**src/rtl/ilp_pkg.sv**
```systemverilog
package ilp_pkg;

    // Character codes used by the scanners
    localparam logic [7:0] CH_0     = 8'h30;
    localparam logic [7:0] CH_1     = 8'h31;
    localparam logic [7:0] CH_9     = 8'h39;
    localparam logic [7:0] CH_LO_A  = 8'h61;
    localparam logic [7:0] CH_LO_F  = 8'h66;
    localparam logic [7:0] CH_UP_A  = 8'h41;
    localparam logic [7:0] CH_UP_F  = 8'h46;
    localparam logic [7:0] CH_LO_X  = 8'h78;
    localparam logic [7:0] CH_UP_X  = 8'h58;
    localparam logic [7:0] CH_LO_B  = 8'h62;
    localparam logic [7:0] CH_UP_B  = 8'h42;
    localparam logic [7:0] CH_PLUS  = 8'h2B;
    localparam logic [7:0] CH_MINUS = 8'h2D;
    localparam logic [7:0] CH_SPACE = 8'h20;
    localparam logic [7:0] CH_TAB   = 8'h09;
    localparam logic [7:0] CH_CR    = 8'h0D;

    // Decimal range limits: largest magnitude that may still take a digit,
    // and the magnitude of the most negative value
    localparam logic [63:0] DEC_LIMIT = 64'd922337203685477580;
    localparam logic [63:0] DEC_TOP   = 64'h8000_0000_0000_0000;

    typedef enum logic [1:0] {
        MODE_DEC = 2'd0,
        MODE_HEX = 2'd1,
        MODE_BIN = 2'd2
    } t_mode;

    typedef enum logic [2:0] {
        PH_LEAD  = 3'd0,
        PH_SIGN  = 3'd1,
        PH_ZERO  = 3'd2,
        PH_XPEND = 3'd3,
        PH_DIG   = 3'd4,
        PH_DONE  = 3'd5
    } t_phase;

    typedef struct packed {
        t_phase      phase;
        logic        neg;
        logic        got;
        logic        ovf;
        logic [63:0] mag;
    } t_scan;

    typedef struct packed {
        logic       vld;
        logic [3:0] val;
    } t_digit;

    // Decode one character as a decimal or hex digit
    function automatic t_digit digit_val(input logic [7:0] c, input logic hex);
        t_digit d;
        d.vld = 1'b0;
        d.val = 4'd0;
        if (c >= CH_0 && c <= CH_9) begin
            d.vld = 1'b1;
            d.val = 4'(c - CH_0);
        end else if (hex && c >= CH_LO_A && c <= CH_LO_F) begin
            d.vld = 1'b1;
            d.val = 4'(c - CH_LO_A + 8'd10);
        end else if (hex && c >= CH_UP_A && c <= CH_UP_F) begin
            d.vld = 1'b1;
            d.val = 4'(c - CH_UP_A + 8'd10);
        end
        return d;
    endfunction

    // Shift one digit into the magnitude, flag overflow once
    function automatic t_scan accumulate(input t_scan s, input logic [3:0] d,
                                         input logic hex);
        t_scan       r;
        logic [63:0] n;
        r = s;
        n = {s.mag[60:0], 3'b000} + {s.mag[62:0], 1'b0} + {60'd0, d};
        if (!s.ovf) begin
            if (hex) begin
                if (s.mag[63:60] != 4'd0) r.ovf = 1'b1;
                else r.mag = {s.mag[59:0], d};
            end else begin
                if (s.mag > DEC_LIMIT) r.ovf = 1'b1;
                else if (n > DEC_TOP) r.ovf = 1'b1;
                else r.mag = n;
            end
        end
        return r;
    endfunction

    // First character after whitespace and sign
    function automatic t_scan first_digit(input t_scan s, input logic [7:0] c,
                                          input logic hex);
        t_scan  r;
        t_digit d;
        r = s;
        d = digit_val(c, hex);
        if (hex && c == CH_0) begin
            r.got   = 1'b1;
            r.phase = PH_ZERO;
        end else if (d.vld) begin
            r       = accumulate(s, d.val, hex);
            r.got   = 1'b1;
            r.phase = PH_DIG;
        end else begin
            r.phase = PH_DONE;
        end
        return r;
    endfunction

    // Advance a scanner by one character
    function automatic t_scan feed(input t_scan s, input logic [7:0] c,
                                   input logic hex);
        t_scan  r;
        t_digit d;
        r = s;
        d = digit_val(c, hex);
        case (s.phase)
            PH_LEAD: begin
                if (c == CH_SPACE || (c >= CH_TAB && c <= CH_CR)) begin
                    r = s;
                end else if (c == CH_PLUS || c == CH_MINUS) begin
                    r.neg   = (c == CH_MINUS);
                    r.phase = PH_SIGN;
                end else begin
                    r = first_digit(s, c, hex);
                end
            end
            PH_SIGN: r = first_digit(s, c, hex);
            PH_ZERO: begin
                if (c == CH_LO_X || c == CH_UP_X) begin
                    r.phase = PH_XPEND;
                end else if (d.vld) begin
                    r       = accumulate(s, d.val, hex);
                    r.phase = PH_DIG;
                end else begin
                    r.phase = PH_DONE;
                end
            end
            PH_XPEND, PH_DIG: begin
                if (d.vld) begin
                    r       = accumulate(s, d.val, hex);
                    r.phase = PH_DIG;
                end else begin
                    r.phase = PH_DONE;
                end
            end
            default: r = s;
        endcase
        return r;
    endfunction

endpackage

```
**src/rtl/integer_literal_parser.sv**
```systemverilog
// Integer literal parser. Send the literal one byte per request and mark the
// last request with i_final_item; one result (o_parse_ok, o_parsed_value)
// follows for it. "0x"/"0X" with more text is hex (unsigned range, a minus sign
// wraps), "0b"/"0B" with more text is binary (low 64 bits kept), anything else
// is signed decimal with a 64-bit range check. One request is taken every
// clock unless a final one waits on a stalled result; the path is three
// register stages (input, scanner select, range check and negate).
// The scanner update, a shift-add by ten and its range compare, sets the clock.
module integer_literal_parser (
    input  logic               i_clk,
    input  logic               i_rst_n,
    input  logic               i_valid,
    output logic               o_ready,
    input  logic [7:0]         i_text_char,
    input  logic               i_char_present,
    input  logic               i_final_item,
    output logic               o_valid,
    input  logic               i_ready,
    output logic               o_parse_ok,
    output logic signed [63:0] o_parsed_value
);
    import ilp_pkg::*;

    // Input stage
    logic              r_in_vld;
    logic [7:0]        r_in_char;
    logic              r_in_present;
    logic              r_in_final;

    // Scanner state
    logic [1:0]        r_pos,        n_pos;
    logic              r_first_zero, n_first_zero;
    t_mode             r_pfx,        n_pfx;
    t_mode             r_mode,       n_mode;
    t_scan             r_dec,        n_dec;
    t_scan             r_hex,        n_hex;
    logic [63:0]       r_bin,        n_bin;
    logic              r_bin_bad,    n_bin_bad;

    // Finish stage
    logic              r_fin_vld;
    logic              r_fin_ok,     n_fin_ok;
    logic              r_fin_neg,    n_fin_neg;
    logic              r_fin_dec,    n_fin_dec;
    logic [63:0]       r_fin_mag,    n_fin_mag;

    // Output stage
    logic              r_out_vld;
    logic              r_out_ok,     n_out_ok;
    logic [63:0]       r_out_val,    n_out_val;

    t_mode             cur_mode;
    logic              out_take;
    logic              fin_take;
    logic              consume;

    // Stall chain
    assign out_take = !r_out_vld || i_ready;
    assign fin_take = !r_fin_vld || out_take;
    assign consume  = r_in_vld && (!r_in_final || fin_take);
    assign o_ready  = !r_in_vld || consume;

    // Mode in force for the current character
    assign cur_mode = (r_pos == 2'd2) ? r_pfx : r_mode;

    // Advance the scanners by one character
    always_comb begin
        n_pos        = r_pos;
        n_first_zero = r_first_zero;
        n_pfx        = r_pfx;
        n_mode       = r_mode;
        n_dec        = r_dec;
        n_hex        = r_hex;
        n_bin        = r_bin;
        n_bin_bad    = r_bin_bad;
        if (r_in_present) begin
            unique case (r_pos)
                2'd0: n_first_zero = (r_in_char == CH_0);
                2'd1: begin
                    if (r_first_zero && (r_in_char == CH_LO_X || r_in_char == CH_UP_X))
                        n_pfx = MODE_HEX;
                    else if (r_first_zero &&
                             (r_in_char == CH_LO_B || r_in_char == CH_UP_B))
                        n_pfx = MODE_BIN;
                    else
                        n_pfx = MODE_DEC;
                end
                2'd2: n_mode = r_pfx;
                2'd3: n_mode = r_mode;
            endcase
            if (cur_mode == MODE_HEX) begin
                n_hex = feed(r_hex, r_in_char, 1'b1);
            end else if (cur_mode == MODE_BIN) begin
                if (r_in_char == CH_0 || r_in_char == CH_1)
                    n_bin = {r_bin[62:0], r_in_char[0]};
                else
                    n_bin_bad = 1'b1;
            end else begin
                n_dec = feed(r_dec, r_in_char, 1'b0);
            end
            if (r_pos != 2'd3) n_pos = r_pos + 2'd1;
        end
    end

    // Pick the scanner that the mode selects
    always_comb begin
        if (n_mode == MODE_HEX) begin
            n_fin_ok  = n_hex.got && !n_hex.ovf;
            n_fin_neg = n_hex.neg;
            n_fin_dec = 1'b0;
            n_fin_mag = n_hex.mag;
        end else if (n_mode == MODE_BIN) begin
            n_fin_ok  = !n_bin_bad;
            n_fin_neg = 1'b0;
            n_fin_dec = 1'b0;
            n_fin_mag = n_bin;
        end else begin
            n_fin_ok  = n_dec.got && !n_dec.ovf;
            n_fin_neg = n_dec.neg;
            n_fin_dec = 1'b1;
            n_fin_mag = n_dec.mag;
        end
    end

    // Range check for decimal and apply the sign
    always_comb begin
        n_out_ok = r_fin_ok &&
                   (!r_fin_dec || (r_fin_neg ? (r_fin_mag <= DEC_TOP)
                                             : (r_fin_mag < DEC_TOP)));
        if (!n_out_ok)      n_out_val = 64'd0;
        else if (r_fin_neg) n_out_val = 64'd0 - r_fin_mag;
        else                n_out_val = r_fin_mag;
    end

    always_ff @(posedge i_clk) begin
        if (!i_rst_n) begin
            r_in_vld     <= 1'b0;
            r_pos        <= 2'd0;
            r_first_zero <= 1'b0;
            r_pfx        <= MODE_DEC;
            r_mode       <= MODE_DEC;
            r_dec        <= '0;
            r_hex        <= '0;
            r_bin        <= 64'd0;
            r_bin_bad    <= 1'b0;
            r_fin_vld    <= 1'b0;
            r_out_vld    <= 1'b0;
        end else begin
            // Capture the request
            if (o_ready) r_in_vld <= i_valid;

            // Update scanners; clear them after the final character
            if (consume) begin
                if (r_in_final) begin
                    r_pos        <= 2'd0;
                    r_first_zero <= 1'b0;
                    r_pfx        <= MODE_DEC;
                    r_mode       <= MODE_DEC;
                    r_dec        <= '0;
                    r_hex        <= '0;
                    r_bin        <= 64'd0;
                    r_bin_bad    <= 1'b0;
                end else begin
                    r_pos        <= n_pos;
                    r_first_zero <= n_first_zero;
                    r_pfx        <= n_pfx;
                    r_mode       <= n_mode;
                    r_dec        <= n_dec;
                    r_hex        <= n_hex;
                    r_bin        <= n_bin;
                    r_bin_bad    <= n_bin_bad;
                end
            end

            if (fin_take) r_fin_vld <= consume && r_in_final;
            if (out_take) r_out_vld <= r_fin_vld;
        end

        // Payload registers
        if (o_ready && i_valid) begin
            r_in_char    <= i_text_char;
            r_in_present <= i_char_present;
            r_in_final   <= i_final_item;
        end
        if (fin_take && consume && r_in_final) begin
            r_fin_ok  <= n_fin_ok;
            r_fin_neg <= n_fin_neg;
            r_fin_dec <= n_fin_dec;
            r_fin_mag <= n_fin_mag;
        end
        if (out_take && r_fin_vld) begin
            r_out_ok  <= n_out_ok;
            r_out_val <= n_out_val;
        end
    end

    assign o_valid        = r_out_vld;
    assign o_parse_ok     = r_out_ok;
    assign o_parsed_value = signed'(r_out_val);

endmodule

```
**config.mk**
```make
export PLATFORM = sky130hd
export DESIGN_NAME = integer_literal_parser
export DESIGN_NICKNAME = d
export VERILOG_FILES = /design/src/rtl/ilp_pkg.sv /design/src/rtl/integer_literal_parser.sv
export SDC_FILE = /design/constraint.sdc
export NUM_CORES = 1
export LEC_CHECK = 0
export BUFFER_PORTS_ARGS = -buffer_cell sky130_fd_sc_hd__buf_2
export CAP_MARGIN = 20
export CELL_PAD_IN_SITES_DETAIL_PLACEMENT = 1
export CELL_PAD_IN_SITES_GLOBAL_PLACEMENT = 1
export CORE_UTILIZATION = 40
export CTS_CLUSTER_SIZE = 40
export DETAILED_ROUTE_END_ITERATION = 6
export GPL_TIMING_DRIVEN = 0
export PLACE_DENSITY_LB_ADDON = 0.1
export RECOVER_POWER = 50
export SETUP_SLACK_MARGIN = 0.02
export SYNTH_ARGS = -nofsm -noshare
export SYNTH_HDL_FRONTEND = slang
export SYNTH_SLANG_ARGS = --single-unit
```
**constraint.sdc**
```tcl
create_clock -name i_clk -period 16.1 [get_ports i_clk]
set_input_delay 0 -clock i_clk [delete_from_list [all_inputs] [get_ports i_clk]]
set_output_delay 0 -clock i_clk [all_outputs]
set_load 0.005 [all_outputs]
```
==> flow_summary.ini, run 1 <==
[run_status]
status = finished with violations
violations = max-capacitance violations, max-slew violations

[clock_network]
cts_tree = yes
post_cts_resized = 0
cts_sinks = 357
cts_inserted_buffers = 39
htreeDepth = 2
cts-root-buf = clkbuf_16
clock_latency_ns = 0.56
path_clk_slew_ns = 0.06
cts_buffer_depth = 3

[place]
post_dp_cell_area_um2 = 26400
place.gp.congestion = 0.964
dp_slack_ns = 6.09
dp_hpwl_um = 86800
portBuffers = 80

[sta]
skew_ns = 0.0324
timing.fmax_ghz = 0.0973
fin_crit_ns = 10.27
tns_ns = 0
holdWs_ns = 0.148
worst_slew_pin_slew_ns = 2.50
min_period_over_period_pct = 63.8
rsz0062_at_grt = false
slew_viol_final = 116
max_slew_margin_pct = -66.7
worst_slack_ns = 5.83
finalHoldViolations = 0
setup_violations = 0

[worst_setup_path]
worst_path_largest_cell_delay_ns = 0.67
crit_type = reg -> reg
arrival_ns = 10.42
required_ns = 16.24
critical_path.max_fanout = 10
cp-start-kind = flip-flop
cp-end-kind = flip-flop
cp_slowest_cell = or4b_2

[floorplan]
die-area_um2 = 63200
die_w_um = 251
ios = 81
start_util_pct = 40.4
fp-row-count = 91
fp.dieH_um = 251
core_area_um2 = 61600

[final_layout]
fin_nets = 3127
area_growth_pct = 12.0
drive_gt1_share_pct = 7.53
stdcell_area_um2 = 27900

[hold_path]
min_path_type = in -> reg

[job]
cap_violations = 3

[route]
routed_wl_um = 108000
routedWlPerCell_um = 27.5
drt_iter0_markers = 2117
drc = 0
viasPerCell = 6.33
via_count = 24700
drt-pass1-iter-count = 5
drtAntennaViolNets = 0

[yosys]
synthFlopType = dfxtp_1
ys_types = 95
synth-seq-cells = 357
yosysSeqAreaShare_pct = 34.5
syn-cell-area_um2 = 24900
async_flop_share_pct = 0
syn_nets = 2985
syn_avg_cell_area_um2 = 8.59
netlist_instances = 2896
yosysWarnings = 0
yosys.area.top_type = dfxtp_1
synth.area.top_cells = dfxtp_1 (17%), edfxtp_1 (17%), a22oi_1 (5.5%)
synth.top_cell.area_share_pct = 17.3
synth_enable_flop_cells = 142

[power_and_ir_drop]
ir_drop_mv = 0.0634
finalPower_mw = 2.04
leakagePower_nw = 9.36
powerDensity_nw_per_um2 = 73.4

[global_route]
grt_pass1_wl_um = 160000
grt_usage_pct = 33.5
grt_max_degree = 48
grt.overflow.total = 0
first_global_vias = 25200
antenna_found_initial = 4
==> kinds of logic after synthesis <==
group	share of synthesized area, %
mux	3.59
buf+inv	4.30
fa+ha+maj	3.83
flops	34.5
xor+xnor	5.81
simple gates	22.2
compound gates	25.8
==> placed cells by master (no fill, tap or decap), types with 17 or more instances in the layout <==
| master | instances |
|---|---|
| or3_1 | 25 |
| xor2_1 | 103 |
| and3_1 | 21 |
| o211ai_1 | 32 |
| o22a_1 | 27 |
| o221ai_1 | 26 |
| o21ai_0 | 127 |
| a21o_1 | 35 |
| a22oi_1 | 182 |
| or4_1 | 26 |
| xnor2_1 | 60 |
| o21a_1 | 18 |
| nand2_1 | 238 |
| a32o_1 | 22 |
| and4_1 | 18 |
| and2_1 | 27 |
| nor4_1 | 32 |
| mux2i_1 | 78 |
| a31oi_1 | 20 |
| dfxtp_1 | 215 |
| nor3_1 | 60 |
| clkbuf_1 | 176 |
| nand2b_1 | 20 |
| o31ai_1 | 31 |
| nor2b_1 | 140 |
| inv_1 | 48 |
| o22ai_1 | 56 |
| a221oi_1 | 30 |
| a21oi_1 | 134 |
| buf_2 | 94 |
| a21boi_0 | 18 |
| edfxtp_1 | 142 |
| clkbuf_16 | 40 |
| ha_1 | 73 |
| or2_1 | 17 |
| nand3_1 | 65 |
| nand4_1 | 68 |
| a211oi_1 | 44 |
| nor2_1 | 219 |
==> area by class of cell <==
class | instances | area [µm²]
diodes | 2 | 5.00
plain buffers | 200 | 888
clock buffers | 58 | 1160
clock inverters | 14 | 238
fillers | 7314 | 33700
inverters | 48 | 180
multi-input cells | 2291 | 15200
flip-flops and latches | 357 | 8570
well taps | 837 | 1050
repair buffers | 101 | 532
==> routing by layer <==
layer	global-route usage [%]	up-vias	part of all wire (%)	routed length (µm)
met2	57.7	760	48	51400
met5	0	-	0.025	27
met3	3.50	216	4.7	5100
met1	41.3	12400	41	44600
met4	17.4	4	5.9	6400
li1	-	11300	-	-
==> cell usage after synthesis, drive strengths merged (20+ instances only) <==
library cell  instances
nand4                69
edfxtp              142
and2                 31
xor2                103
clkbuf              129
ha                   73
a211oi               44
o211ai               32
or3                  28
dfxtp               215
nand2               238
buf                  71
o221ai               26
nand2b               21
o22a                 27
nand3                65
xnor2                61
a21o                 35
or2                  32
and3                 21
or4                  29
nor2                220
o21ai               137
mux2i                78
a31oi                20
nor2b               141
o22ai                56
a22oi               182
a21oi               134
a221oi               30
a32o                 22
nor3                 61
inv                  48
nor4                 37
o31ai                31
==> worst max-delay path: cells and delay by family (launching register included) <==
family	cells	cell delay [ns]
simple gates	14	4.97
buf+inv	6	1.56
compound gates	4	1.25
fa+ha+maj	3	0.83
flops	1	0.50
mux	1	0.50
xor+xnor	1	0.20
==> worst paths after layout <==
| check | start | endpoint | slack, ns | cells after the start |
|---|---|---|---|---|
| setup reg to reg | r_in_char[0]$_DFFE_PP_ | r_fin_mag[5]$_DFFE_PP_ | 5.83 | 29 |
| hold reg to reg | r_dec[65]$_SDFFE_PN0P_ | r_dec[65]$_SDFFE_PN0P_ | 0.49 | 2 |
| setup / recovery | r_in_char[0]$_DFFE_PP_ | r_fin_mag[5]$_DFFE_PP_ | 5.83 | 29 |
| hold / removal | i_text_char[3] | r_in_char[3]$_DFFE_PP_ | 0.15 | 2 |
==> metrics by stage <==
stage | util, % | instances
5_1_grt | 45.2 | 3906
2_1_floorplan | - | 2896
6_report | 45.2 | 3908
3_5_place_dp | 42.9 | 3819
3_3_place_gp | 42.7 | 3813
4_1_cts | 45.3 | 3904
==> where the power goes <==
| part | leakage [nW] | switching, mW | internal (mW) | total (mW) |
|---|---|---|---|---|
| sequential | 3.03 | 0.0111 | 0.950 | 0.961 |
| combinational | 5.65 | 0.0632 | 0.0292 | 0.0924 |
| clock | 0.682 | 0.393 | 0.597 | 0.990 |
| total | 9.36 | 0.467 | 1.58 | 2.04 |
==> sequential cells by signal, indices dropped and copies added, names as in the netlist, 2 cells and up <==
| signal | cells |
|---|---|
| r_pfx | 2 |
| r_in_char | 8 |
| o_parsed_value | 64 |
| r_bin | 64 |
| r_pos | 2 |
| r_hex | 70 |
| r_mode | 2 |
| r_fin_mag | 64 |
| r_dec | 70 |
==> repair_timing <==
action,CTS,global route
hold buffers,13,0
setup buffers,0,0
endpoints found under the hold margin,13,0
Power figures use the tool's default switching activity.
==> inputs of run 2 (changes only) <==
- clock period: 16.1 -> 10.03 ns (I/O delays scaled with it)
==> flow_summary.ini, run 2 (same netlist as run 1, synthesis figures left out) <==
[run_status]
status = finished with violations
violations = max-capacitance violations, max-slew violations

[hold_path]
whs_endpoint = r_in_char[3]$_DFFE_PP_
min_path_type = in -> reg
holdPathStages = 2
hold_start = i_text_char[3]

[power_and_ir_drop]
finalPower_mw = 3.28
pwr-share-clk_pct = 48.5
swShare_pct = 22.9
ir_drop_mv = 0.103
p_int_mw = 2.53
pwr-share-comb_pct = 4.5
seqPwrFrac_pct = 47.0
powerDensity_nw_per_um2 = 118
p_sw_uw = 753
leakagePower_nw = 9.37

[route]
viasPerCell = 6.34
drc = 0
via_count = 24800
drt-pass1-iter-count = 5
drtAntennaViolNets = 0
routedWlPerCell_um = 27.6
routed_wl_um = 108000
drt_iter0_markers = 2017

[worst_setup_path]
worst_path_largest_cell_delay_ns = 0.67
r2r-start = r_in_char[0]$_DFFE_PP_
crit_type = reg -> reg
r2r_end = r_fin_mag[12]$_DFFE_PP_
required_ns = 10.19
ff2ff_path_depth = 29
arrival_ns = 9.93
cp_slowest_cell = or4b_2
worst-r2r-setup-slack_ns = 0.25
cp-start-kind = flip-flop
cp-end-kind = flip-flop
cp-startpoint = r_in_char[0]$_DFFE_PP_
critical_path.max_fanout = 10

[sta]
setup_violations = 0
rsz0062_at_grt = false
worst_slew_pin_slew_ns = 2.49
fin_crit_ns = 9.78
timing.fmax_ghz = 0.102
min_period_over_period_pct = 97.5
slew_viol_final = 116
tns_ns = 0
skew_ns = 0.0301
finalHoldViolations = 0
max_slew_margin_pct = -65.9

[global_route]
grt_pass1_wl_um = 160000
grt.overflow.total = 0
grt_max_degree = 48
grt_usage_pct = 33.5
antenna_found_initial = 4
first_global_vias = 25200

[final_layout]
fin_nets = 3127
final_cell_mix = nand2_1 (238), nor2_1 (218), dfxtp_1 (215)
drive_gt1_share_pct = 7.69
largest_registers = r_dec x70, r_hex x70
layout.cells.non_filler = 3907
fillers = 7310
final_common_cell = nand2_1
area_growth_pct = 12.1

[floorplan]
start_util_pct = 40.4
fp.dieH_um = 251
ios = 81
die-area_um2 = 63200
die_w_um = 251
fp-row-count = 91
core_area_um2 = 61600

[job]
cap_violations = 3

[place]
dp_hpwl_um = 86800
place.gp.congestion = 0.964
portBuffers = 80
dp_cells = 3819

[clock_network]
cts-root-buf = clkbuf_16
cts_sinks = 357
clock_latency_ns = 0.56
post_cts_buffers = 0
path_clk_slew_ns = 0.07
cts_inserted_buffers = 39
cts_buffer_depth = 3
htreeDepth = 2
cts_tree = yes
==> run 2: power groups by stage <==
stage	logic [mW]	clock network [mW]	registers, mW
floorplan	0.0862	0	1.57
CTS	0.149	1.60	1.54
global placement	0.138	0	1.57
finish	0.149	1.59	1.54
global route	0.157	1.65	1.54
detailed placement	0.144	0	1.57
==> run 2: critical path, delay by kind of cell, from the launching register on <==
kind	cells	cell delay (ns)
AO/OA/AOI/OAI	4	1.23
XOR/XNOR	1	0.20
adder cells (fa/ha/maj)	3	0.82
buffers and inverters	6	1.37
flip-flops	1	0.50
multiplexers	1	0.53
AND/OR/NAND/NOR	14	4.72
==> run 2: stage by stage <==
step	hold slack (ns)	setup slack [ns]	cell area, µm²	util (%)
2_1_floorplan	0.0989	2.63	24900	-
3_3_place_gp	0.178	0.115	26300	42.7
3_5_place_dp	0.179	0.0167	26400	42.9
4_1_cts	0.140	0.211	27900	45.3
5_1_grt	0.166	0.0783	27900	45.2
6_report	0.150	0.254	27900	45.2
==> run 2: what timing repair did <==
item | 4_1_cts | 5_1_grt
endpoints found under the setup margin | 4 | 33
gates resized for setup | 1 | 4
pin swaps | 0 | 0
hold endpoints to repair | 13 | 0
hold buffers | 13 | 0
==> run 2: metal layers <==
metal	vias up	GRT usage [%]	wire [µm]
met5	-	0	27
met4	4	17.4	6540
met3	234	3.50	5080
met2	797	57.7	51400
met1	12500	41.3	44600
li1	11300	-	-
==> run 2: layout make-up <==
cell class	count	area (µm²)	share of cell area, %
multi-input combinational	2291	15300	54.7
sequential	357	8570	30.7
clock buffer	58	1160	4.15
tap	837	1050	3.76
buffer	200	890	3.19
timing repair buffer	101	532	1.91
clock inverter	14	238	0.853
inverter	48	180	0.646
antenna	1	2.50	0.00898
==> run 2: how the worst max path moves through the flow <==
stage | end | slack (ns)
3_3_place_gp | r_fin_mag[8]$_DFFE_PP_ | 0.12
5_1_grt | r_fin_mag[12]$_DFFE_PP_ | 0.08
6_report | r_fin_mag[12]$_DFFE_PP_ | 0.25
2_1_floorplan | r_fin_mag[43]$_DFFE_PP_ | 2.63
3_5_place_dp | r_fin_mag[8]$_DFFE_PP_ | 0.02
4_1_cts | r_fin_mag[8]$_DFFE_PP_ | 0.21
